===== src/design/xlr_pkg.sv =====
// xlr_pkg: shared types, constants and the xorshift helper function of the
// xorshift/lcg range random block. No dependencies.
package xlr_pkg;

   // widths
   localparam int GEN_W = 64;   // generator word
   localparam int VAL_W = 33;   // signed value and bound fields
   localparam int RAW_W = 32;   // raw value taken from the word
   localparam int MUL_W = 17;   // multiplier constant width
   localparam int PLO_W = RAW_W + MUL_W;

   // generator constants
   localparam int SHIFT_A = 13;
   localparam int SHIFT_B = 17;
   localparam int SHIFT_C = 5;
   localparam logic [MUL_W-1:0] MIX_MUL = MUL_W'(69069);
   localparam logic [GEN_W-1:0] MIX_ADD = GEN_W'(12345);
   localparam int WARMUP = 7;
   localparam int WARM_W = $clog2(WARMUP + 1);

   // default request queue depth
   localparam int QUEUE_DEPTH_DEF = 2;

   // request type codes
   localparam logic REQ_RAW     = 1'b0;
   localparam logic REQ_BOUNDED = 1'b1;

   // request class as decided by the front end
   typedef enum logic [1:0] {
      CLS_RAW,
      CLS_BOUNDED,
      CLS_BAD
   } class_type;

   // one queued request
   typedef struct packed {
      class_type        cls;
      logic [VAL_W-1:0] span;
      logic [VAL_W-1:0] lower;
   } job_type;

   // back end sequencer states
   typedef enum logic [2:0] {
      ST_IDLE,
      ST_MIX,
      ST_MUL,
      ST_ADD,
      ST_DIV,
      ST_DONE
   } state_type;

   // the three shift-xor steps of one advance
   function automatic logic [GEN_W-1:0] xorshift(input logic [GEN_W-1:0] w);
      logic [GEN_W-1:0] t;
      t = w ^ (w << SHIFT_A);
      t = t ^ (t >> SHIFT_B);
      t = t ^ (t << SHIFT_C);
      return t;
   endfunction

endpackage


===== src/design/xorshift_lcg_range_random.sv =====
// xorshift_lcg_range_random: top level of the range random block.
// Depends on xlr_pkg, xlr_front, xlr_queue and xlr_back.
//
//  channel  ports                                  handshake
//  request  req_type, req_lower_bound/upper_bound  req_valid / req_ready
//  response rsp_value, rsp_bound_error             rsp_valid / rsp_ready
//  config   csr_wr_data (64-bit seed)              csr_wr_en, no wait
//
// raw request: from queue head through the advance unit (xorshift, two
// 32x17 partial products, add) to the response; bounded: the same advance,
// then the restoring remainder unit, one bit a cycle; bad bounds: no advance.
// reset and each seed write crank the word 7 times; requests queue up
// meanwhile. the queue lets requests in while a response waits.
module xorshift_lcg_range_random
   import xlr_pkg::*;
#(
   parameter int QUEUE_DEPTH = QUEUE_DEPTH_DEF
)(
   input  logic             clock,
   input  logic             reset,
   input  logic             req_valid,
   output logic             req_ready,
   input  logic             req_type,
   input  logic [VAL_W-1:0] req_lower_bound,
   input  logic [VAL_W-1:0] req_upper_bound,
   output logic             rsp_valid,
   input  logic             rsp_ready,
   output logic [VAL_W-1:0] rsp_value,
   output logic             rsp_bound_error,
   input  logic             csr_wr_en,
   input  logic [GEN_W-1:0] csr_wr_data
);

   logic    push;
   job_type push_job;
   logic    pop;
   job_type pop_job;
   logic    q_full;
   logic    q_empty;

   // request classification
   xlr_front u_front (
      .req_valid       (req_valid),
      .req_ready       (req_ready),
      .req_type        (req_type),
      .req_lower_bound (req_lower_bound),
      .req_upper_bound (req_upper_bound),
      .q_full          (q_full),
      .push            (push),
      .push_job        (push_job)
   );

   // request queue
   xlr_queue #(
      .DEPTH (QUEUE_DEPTH)
   ) u_queue (
      .clock    (clock),
      .reset    (reset),
      .push     (push),
      .push_job (push_job),
      .pop      (pop),
      .pop_job  (pop_job),
      .full     (q_full),
      .empty    (q_empty)
   );

   // generator and remainder back end
   xlr_back u_back (
      .clock           (clock),
      .reset           (reset),
      .csr_wr_en       (csr_wr_en),
      .csr_wr_data     (csr_wr_data),
      .q_empty         (q_empty),
      .q_job           (pop_job),
      .pop             (pop),
      .rsp_valid       (rsp_valid),
      .rsp_ready       (rsp_ready),
      .rsp_value       (rsp_value),
      .rsp_bound_error (rsp_bound_error)
   );

endmodule


===== src/design/xlr_front.sv =====
// xlr_front: accepts requests, checks the bounds and works out the span,
// then pushes the classified request into the queue. Uses xlr_pkg.
module xlr_front
   import xlr_pkg::*;
(
   input  logic             req_valid,
   output logic             req_ready,
   input  logic             req_type,
   input  logic [VAL_W-1:0] req_lower_bound,
   input  logic [VAL_W-1:0] req_upper_bound,
   input  logic             q_full,
   output logic             push,
   output job_type          push_job
);

   logic bad_bounds;

   // signed order over the full 33-bit range
   assign bad_bounds = $signed(req_lower_bound) >= $signed(req_upper_bound);

   // accept whenever the queue has room
   assign req_ready = !q_full;
   assign push      = req_valid && !q_full;

   // classify the request
   always_comb begin
      push_job.span  = req_upper_bound - req_lower_bound;
      push_job.lower = req_lower_bound;
      unique case (req_type)
         REQ_RAW: begin
            push_job.cls = CLS_RAW;
         end
         REQ_BOUNDED: begin
            push_job.cls = bad_bounds ? CLS_BAD : CLS_BOUNDED;
         end
         default: begin
            push_job.cls = CLS_RAW;
         end
      endcase
   end

endmodule


===== src/design/xlr_queue.sv =====
// xlr_queue: short request queue between front and back end.
// Uses job_type from xlr_pkg.
module xlr_queue
   import xlr_pkg::*;
#(
   parameter int DEPTH = QUEUE_DEPTH_DEF
)(
   input  logic    clock,
   input  logic    reset,
   input  logic    push,
   input  job_type push_job,
   input  logic    pop,
   output job_type pop_job,
   output logic    full,
   output logic    empty
);

   localparam int PTR_W = $clog2(DEPTH);
   localparam int CNT_W = $clog2(DEPTH + 1);

   job_type            slot_ff [DEPTH];
   logic [PTR_W-1:0]   wr_ptr_ff, wr_ptr_in;
   logic [PTR_W-1:0]   rd_ptr_ff, rd_ptr_in;
   logic [CNT_W-1:0]   count_ff, count_in;

   assign full    = count_ff == CNT_W'(DEPTH);
   assign empty   = count_ff == '0;
   assign pop_job = slot_ff[rd_ptr_ff];

   // pointer and fill count
   always_comb begin
      wr_ptr_in = wr_ptr_ff;
      rd_ptr_in = rd_ptr_ff;
      count_in  = count_ff;
      if (push) begin
         wr_ptr_in = (wr_ptr_ff == PTR_W'(DEPTH - 1)) ? '0 : wr_ptr_ff + 1'b1;
      end
      if (pop) begin
         rd_ptr_in = (rd_ptr_ff == PTR_W'(DEPTH - 1)) ? '0 : rd_ptr_ff + 1'b1;
      end
      if (push && !pop) begin
         count_in = count_ff + 1'b1;
      end else if (pop && !push) begin
         count_in = count_ff - 1'b1;
      end
   end

   always_ff @(posedge clock) begin
      if (reset) begin
         wr_ptr_ff <= '0;
         rd_ptr_ff <= '0;
         count_ff  <= '0;
      end else begin
         wr_ptr_ff <= wr_ptr_in;
         rd_ptr_ff <= rd_ptr_in;
         count_ff  <= count_in;
      end
   end

   // storage
   always_ff @(posedge clock) begin
      if (push) begin
         slot_ff[wr_ptr_ff] <= push_job;
      end
   end

`ifndef NO_ASSERTIONS
   a_no_push_full: assert property (@(posedge clock) disable iff (reset)
      full |-> !push)
      else $error("request pushed into a full queue");
   a_no_pop_empty: assert property (@(posedge clock) disable iff (reset)
      empty |-> !pop)
      else $error("request popped from an empty queue");
`endif

endmodule


===== src/design/xlr_back.sv =====
// xlr_back: generator word, shared advance unit, restoring remainder unit
// and the response register. Uses xlr_pkg.
module xlr_back
   import xlr_pkg::*;
(
   input  logic             clock,
   input  logic             reset,
   input  logic             csr_wr_en,
   input  logic [GEN_W-1:0] csr_wr_data,
   input  logic             q_empty,
   input  job_type          q_job,
   output logic             pop,
   output logic             rsp_valid,
   input  logic             rsp_ready,
   output logic [VAL_W-1:0] rsp_value,
   output logic             rsp_bound_error
);

   localparam int DCNT_W = $clog2(RAW_W);

   state_type          state_ff, state_in;
   logic [WARM_W-1:0]  warm_ff, warm_in;
   logic [GEN_W-1:0]   gen_ff, gen_in;
   logic [PLO_W-1:0]   plo_ff;
   logic [RAW_W-1:0]   phi_ff;
   job_type            job_ff;
   logic [RAW_W-1:0]   dvd_ff;
   logic [VAL_W-1:0]   rem_ff, rem_in;
   logic [DCNT_W-1:0]  dcnt_ff;
   logic               rsp_valid_ff;
   logic [VAL_W-1:0]   rsp_value_ff, rsp_value_in;
   logic               rsp_error_ff, rsp_error_in;

   logic               out_free;
   logic               out_load;
   logic               div_last;
   logic [GEN_W-1:0]   sum;
   logic [VAL_W:0]     shifted;
   logic [VAL_W:0]     span_ext;

   assign out_free = !rsp_valid_ff || rsp_ready;
   assign div_last = dcnt_ff == DCNT_W'(RAW_W - 1);

   // multiply-add: low partial product plus high partial product shifted up
   assign sum = GEN_W'(plo_ff) + {phi_ff, {RAW_W{1'b0}}} + MIX_ADD;

   // one restoring step: shift in the next dividend bit, subtract if it fits
   assign shifted  = {rem_ff, dvd_ff[RAW_W-1]};
   assign span_ext = {1'b0, job_ff.span};
   always_comb begin
      if (shifted >= span_ext) begin
         rem_in = VAL_W'(shifted - span_ext);
      end else begin
         rem_in = shifted[VAL_W-1:0];
      end
   end

   // next state
   always_comb begin
      state_in = state_ff;
      unique case (state_ff)
         ST_IDLE: begin
            if (!q_empty) begin
               state_in = (q_job.cls == CLS_BAD) ? ST_DONE : ST_MIX;
            end
         end
         ST_MIX: begin
            state_in = ST_MUL;
         end
         ST_MUL: begin
            state_in = ST_ADD;
         end
         ST_ADD: begin
            if (warm_ff != '0) begin
               state_in = (warm_ff == WARM_W'(1)) ? ST_IDLE : ST_MIX;
            end else if (job_ff.cls == CLS_BOUNDED) begin
               state_in = ST_DIV;
            end else begin
               state_in = ST_DONE;
            end
         end
         ST_DIV: begin
            if (div_last) begin
               state_in = ST_DONE;
            end
         end
         ST_DONE: begin
            if (out_free) begin
               state_in = ST_IDLE;
            end
         end
         default: begin
            state_in = ST_IDLE;
         end
      endcase
      // a seed write restarts the warm-up cranks
      if (csr_wr_en) begin
         state_in = ST_MIX;
      end
   end

   // control outputs
   always_comb begin
      pop      = (state_ff == ST_IDLE) && !q_empty && !csr_wr_en;
      out_load = (state_ff == ST_DONE) && out_free;
   end

   // generator word and warm-up count
   always_comb begin
      gen_in  = gen_ff;
      warm_in = warm_ff;
      if (csr_wr_en) begin
         gen_in  = csr_wr_data;
         warm_in = WARM_W'(WARMUP);
      end else if (state_ff == ST_MIX) begin
         gen_in = xorshift(gen_ff);
      end else if (state_ff == ST_ADD) begin
         gen_in = sum;
         if (warm_ff != '0) begin
            warm_in = warm_ff - 1'b1;
         end
      end
   end

   // response contents
   always_comb begin
      unique case (job_ff.cls)
         CLS_RAW: begin
            rsp_value_in = {1'b0, gen_ff[RAW_W-1:0]};
            rsp_error_in = 1'b0;
         end
         CLS_BOUNDED: begin
            rsp_value_in = rem_ff + job_ff.lower;
            rsp_error_in = 1'b0;
         end
         CLS_BAD: begin
            rsp_value_in = '0;
            rsp_error_in = 1'b1;
         end
         default: begin
            rsp_value_in = '0;
            rsp_error_in = 1'b0;
         end
      endcase
   end

   // control registers
   always_ff @(posedge clock) begin
      if (reset) begin
         state_ff     <= ST_MIX;
         warm_ff      <= WARM_W'(WARMUP);
         gen_ff       <= '0;
         rsp_valid_ff <= 1'b0;
      end else begin
         state_ff <= state_in;
         warm_ff  <= warm_in;
         gen_ff   <= gen_in;
         if (out_load) begin
            rsp_valid_ff <= 1'b1;
         end else if (rsp_ready) begin
            rsp_valid_ff <= 1'b0;
         end
      end
   end

   // datapath registers
   always_ff @(posedge clock) begin
      if (pop) begin
         job_ff <= q_job;
      end
      // partial products of the 69069 multiply
      if (state_ff == ST_MUL) begin
         plo_ff <= gen_ff[RAW_W-1:0] * MIX_MUL;
         phi_ff <= RAW_W'(gen_ff[GEN_W-1:RAW_W] * MIX_MUL);
      end
      // remainder unit
      if (state_ff == ST_ADD) begin
         dvd_ff  <= sum[RAW_W-1:0];
         rem_ff  <= '0;
         dcnt_ff <= '0;
      end else if (state_ff == ST_DIV) begin
         dvd_ff  <= dvd_ff << 1;
         rem_ff  <= rem_in;
         dcnt_ff <= dcnt_ff + 1'b1;
      end
      if (out_load) begin
         rsp_value_ff <= rsp_value_in;
         rsp_error_ff <= rsp_error_in;
      end
   end

   assign rsp_valid       = rsp_valid_ff;
   assign rsp_value       = rsp_value_ff;
   assign rsp_bound_error = rsp_error_ff;

`ifndef NO_ASSERTIONS
   a_rem_below_span: assert property (@(posedge clock) disable iff (reset)
      (state_ff == ST_DIV) |-> (rem_ff < job_ff.span))
      else $error("partial remainder not below the span");
   a_error_zero: assert property (@(posedge clock) disable iff (reset)
      (rsp_valid && rsp_bound_error) |-> (rsp_value == '0))
      else $error("bound error response carries a non-zero value");
   a_seed_restart: assert property (@(posedge clock) disable iff (reset)
      csr_wr_en |=> (state_ff == ST_MIX) && (warm_ff == WARM_W'(WARMUP)))
      else $error("seed write did not restart the warm-up");
   a_pop_idle: assert property (@(posedge clock) disable iff (reset)
      pop |-> (warm_ff == '0))
      else $error("request taken during warm-up");
`endif

endmodule

===== config.mk =====
export PLATFORM = sky130hd
export DESIGN_NAME = xorshift_lcg_range_random
export DESIGN_NICKNAME = d
export VERILOG_FILES = /design/src/design/xlr_pkg.sv /design/src/design/xorshift_lcg_range_random.sv /design/src/design/xlr_front.sv /design/src/design/xlr_queue.sv /design/src/design/xlr_back.sv
export SDC_FILE = /design/constraint.sdc
export NUM_CORES = 2
export LEC_CHECK = 0
export BUFFER_PORTS_ARGS = -buffer_cell sky130_fd_sc_hd__buf_2
export CAP_MARGIN = 40
export CORE_MARGIN = 3
export CORE_UTILIZATION = 40
export DETAILED_ROUTE_END_ITERATION = 16
export PLACE_DENSITY = 0.53
export SETUP_SLACK_MARGIN = 0.1
export SLEW_MARGIN = 20
export SYNTH_ARGS = -nofsm -noshare
export SYNTH_HDL_FRONTEND = slang
export SYNTH_SLANG_ARGS = --single-unit

===== constraint.sdc =====
create_clock -name clock -period 13 [get_ports clock]
set_input_delay 0.65 -clock clock [delete_from_list [all_inputs] [get_ports clock]]
set_output_delay 0.65 -clock clock [all_outputs]
set_load 0.03 [all_outputs]

==> flow_metrics.tcl <==
set metrics [dict create \
    outcome "complete, no violations" \
    die_height_um 338 \
    tritoncts_clock_tree "yes" \
    postSynthCellCount 4425 \
    die_width_um 338 \
    post-cts-setup-buffers 0 \
    postCtsHoldBufs 0 \
    numClockSinks 465 \
    io_buffers 171 \
    drv.max_cap_violation_count 0 \
    max_slew.worst_pin.slew_ns 0.842 \
    share_of_the_clock_period_used_by_the_worst_path_after_layout_pct 52.8 \
    worst_ep_required_time_ns 13.39 \
    clk_transition_reported_paths_ns 0.06 \
    slew-limit-headroom_pct 43.8 \
    ys_seq_elements 465 \
    pre_cts_ws_ns 6.12 \
    timing_worst_setup_path_type "reg -> reg" \
    crit_path_max_fanout 13 \
    h_tree_depth 2 \
    report.final.setup_viol 0 \
    wire_length_of_the_first_global_routing_pass_mm 199 \
    max_clock_freq_mhz 146 \
    clkLatencyLatePin_ns 0.66 \
    detailedRoute.firstIterationViolations 2111 \
    drc 0 \
    async_flop_share_pct 0 \
    layoutNonFillerInstCount 6048 \
    finalSetupTns_ns 0 \
    commonest_non_fill_non_tap_cells_in_the_layout "sky130_fd_sc_hd__inv_1 (796), sky130_fd_sc_hd__ha_1 (567), sky130_fd_sc_hd__edfxtp_1 (351)" \
    antenna_left 0 \
    routed_wirelength_mm 132 \
    synth.net_count 5474 \
    pin_count_of_the_biggest_net_entering_global_routing 71 \
    postLayoutSetupSlackWorst_ns 6.13 \
    layout-area-overhead-vs-synth_pct 10.6 \
    final_max_slew_viol_count 0 \
    synth-edff-count 351 \
    synth_area_per_cell_um2 9.95 \
    nNetsFinal 5636 \
    grt-ovfl-total 0 \
    placed_area_um2 46700 \
    placed_insts 5939 \
    cts_root_buffer "sky130_fd_sc_hd__clkbuf_16" \
    netlist-cell-type-count 82 \
    grt_setup_unrepaired "false" \
    ys_seq_area_share_pct 29.1 \
    floorplan.initialDensity_pct 40.4 \
    mostFrequentLayoutCell "sky130_fd_sc_hd__inv_1" \
    dieArea_um2 114000 \
    cts_buffer_depth 3 \
    worst_setup_sp_type "flip-flop" \
    synth_warnings 0 \
    avg_wl_per_cell_um 21.8 \
    antenna_found_initial 4 \
    syn_area_um2 44000 \
    cts_made_buffers 55 \
    synth_ff_type "sky130_fd_sc_hd__edfxtp_1" \
    std_cell_rows 121 \
    report.final.hold_viol_count 0 \
    gr-usage-all-layers_pct 23.1 \
    final_layout_size_suffix_gt1_share_pct 9.04 \
    skew_ns 0.0435 \
    layout_min_cycle_time_ns 6.87 \
    cp.arrival_ns 7.26 \
    post-route-cell-area_um2 48700 \
    rrSetupSlack_ns 6.13 \
    core_area_um2 109000 \
    num_io_pins 172 \
    worst_setup_path_end_kind "flip-flop" \
    hold_path.class "in -> reg" \
    post_cts.resized_instances 0 \
    gpl.final_weighted_congestion 0.906 \
    vias 31900 \
    number_of_global_route_vias_before_repair 32200 \
    dr.pass1.iters 5 \
    via_per_inst 5.28 \
    hpwl_mm 105 \
]
-- state kept, by name, summed over array words and instances, names as in the netlist, named ones only --
name,count
u_queue.count_ff,2
u_back.state_ff,3
u_queue.slot_ff,136
u_back.rsp_valid,1
u_back.job_ff,68
u_back.plo_ff,49
u_back.rem_ff,33
u_back.rsp_bound_error,1
u_queue.wr_ptr_ff,1
u_back.warm_ff,3
u_back.dcnt_ff,5
u_back.dvd_ff,32
u_queue.rd_ptr_ff,1
u_back.phi_ff,32
u_back.gen_ff,64
u_back.rsp_value,33
-- kinds of logic (layout without fill, tap and decap cells) --
kind of cell | Yosys count | count (layout) | synth area share, %
xor gates and xnor gates | 384 | 384 | 7.64
buffers and inverters | 917 | 1125 | 7.84
muxes | 120 | 120 | 2.92
DFF | 465 | 465 | 29.1
other | 0 | 1 | 0
AOI/OAI and AO/OA | 848 | 848 | 12.4
and+or+nand+nor | 778 | 778 | 8.27
adders and majority gates | 913 | 913 | 31.8
-- through the flow --
step | hold slack (ns) | utilization, %
after floorplan | 0.449 | -
after global placement | 0.462 | 42.7
after detailed placement | 0.468 | 42.8
after CTS | 0.164 | 44.6
after global routing | 0.177 | 44.7
final | 0.211 | 44.7
-- cells in the mapped netlist (all sizes together) (93+ instances only) --
cell type	instances	share of area [%]
inv	798	6.8
dfxtp	114	5.2
nand2	206	1.8
nor2	249	2.1
ha	567	16
xor2	127	2.5
a21oi	251	2.9
o21ai	180	2.1
clkbuf	103	0.88
a21o	93	1.6
edfxtp	351	24
fa	346	16
xnor2	257	5.1
-- cell type report --
cell class,count,area [µm²]
Antenna cell,1,2.50
Clock buffer,64,1460
Clock inverter,39,465
Fill cell,10600,60300
Inverter,798,3000
Multi-Input combinational cell,3043,27800
Sequential cell,465,12800
Tap cell,1414,1770
Timing Repair Buffer,224,1380
-- routing by layer --
| layer | vias to the layer above | GRT usage, % | part of all wire (%) |
|---|---|---|---|
| met5 | - | 0 | 0 |
| met4 | 0 | 6.24 | 2.8 |
| met3 | 142 | 3.56 | 5.5 |
| met2 | 779 | 38.6 | 47 |
| met1 | 15600 | 31.2 | 44 |
| li1 | 15400 | - | - |
-- worst paths after layout --
kind                                     startpoint                      to  cells after the start
worst max-delay path              u_back.gen_ff[10]       u_back.plo_ff[40]                     20
worst min-delay path            req_lower_bound[17]  u_queue.slot_ff[0][17]                      1
worst max register to register    u_back.gen_ff[10]       u_back.plo_ff[40]                     20
worst min register to register    u_back.dcnt_ff[1]       u_back.dcnt_ff[1]                      2
-- critical path: stages, from the launching register on --
cell                       delay (ns)
sky130_fd_sc_hd__dfxtp_1         0.76
sky130_fd_sc_hd__ha_1            0.42
sky130_fd_sc_hd__fa_1            0.56
sky130_fd_sc_hd__inv_1           0.05
sky130_fd_sc_hd__fa_1            0.41
sky130_fd_sc_hd__fa_1            0.55
sky130_fd_sc_hd__inv_1           0.05
sky130_fd_sc_hd__fa_1            0.47
sky130_fd_sc_hd__inv_1           0.05
sky130_fd_sc_hd__fa_1            0.52
sky130_fd_sc_hd__inv_1           0.04
sky130_fd_sc_hd__ha_1            0.39
sky130_fd_sc_hd__nand2_1         0.07
sky130_fd_sc_hd__o21ai_0         0.26
sky130_fd_sc_hd__nor2_1          0.09
sky130_fd_sc_hd__a211oi_1        0.52
sky130_fd_sc_hd__a31oi_1         0.24
sky130_fd_sc_hd__a221oi_1        0.62
sky130_fd_sc_hd__a21oi_1         0.24
sky130_fd_sc_hd__o21ai_1         0.21
sky130_fd_sc_hd__xor2_1          0.09
Power is left out: the tool's default activity adds up to more than one toggle a clock period on the data nets, which glitch-free logic cannot reach.
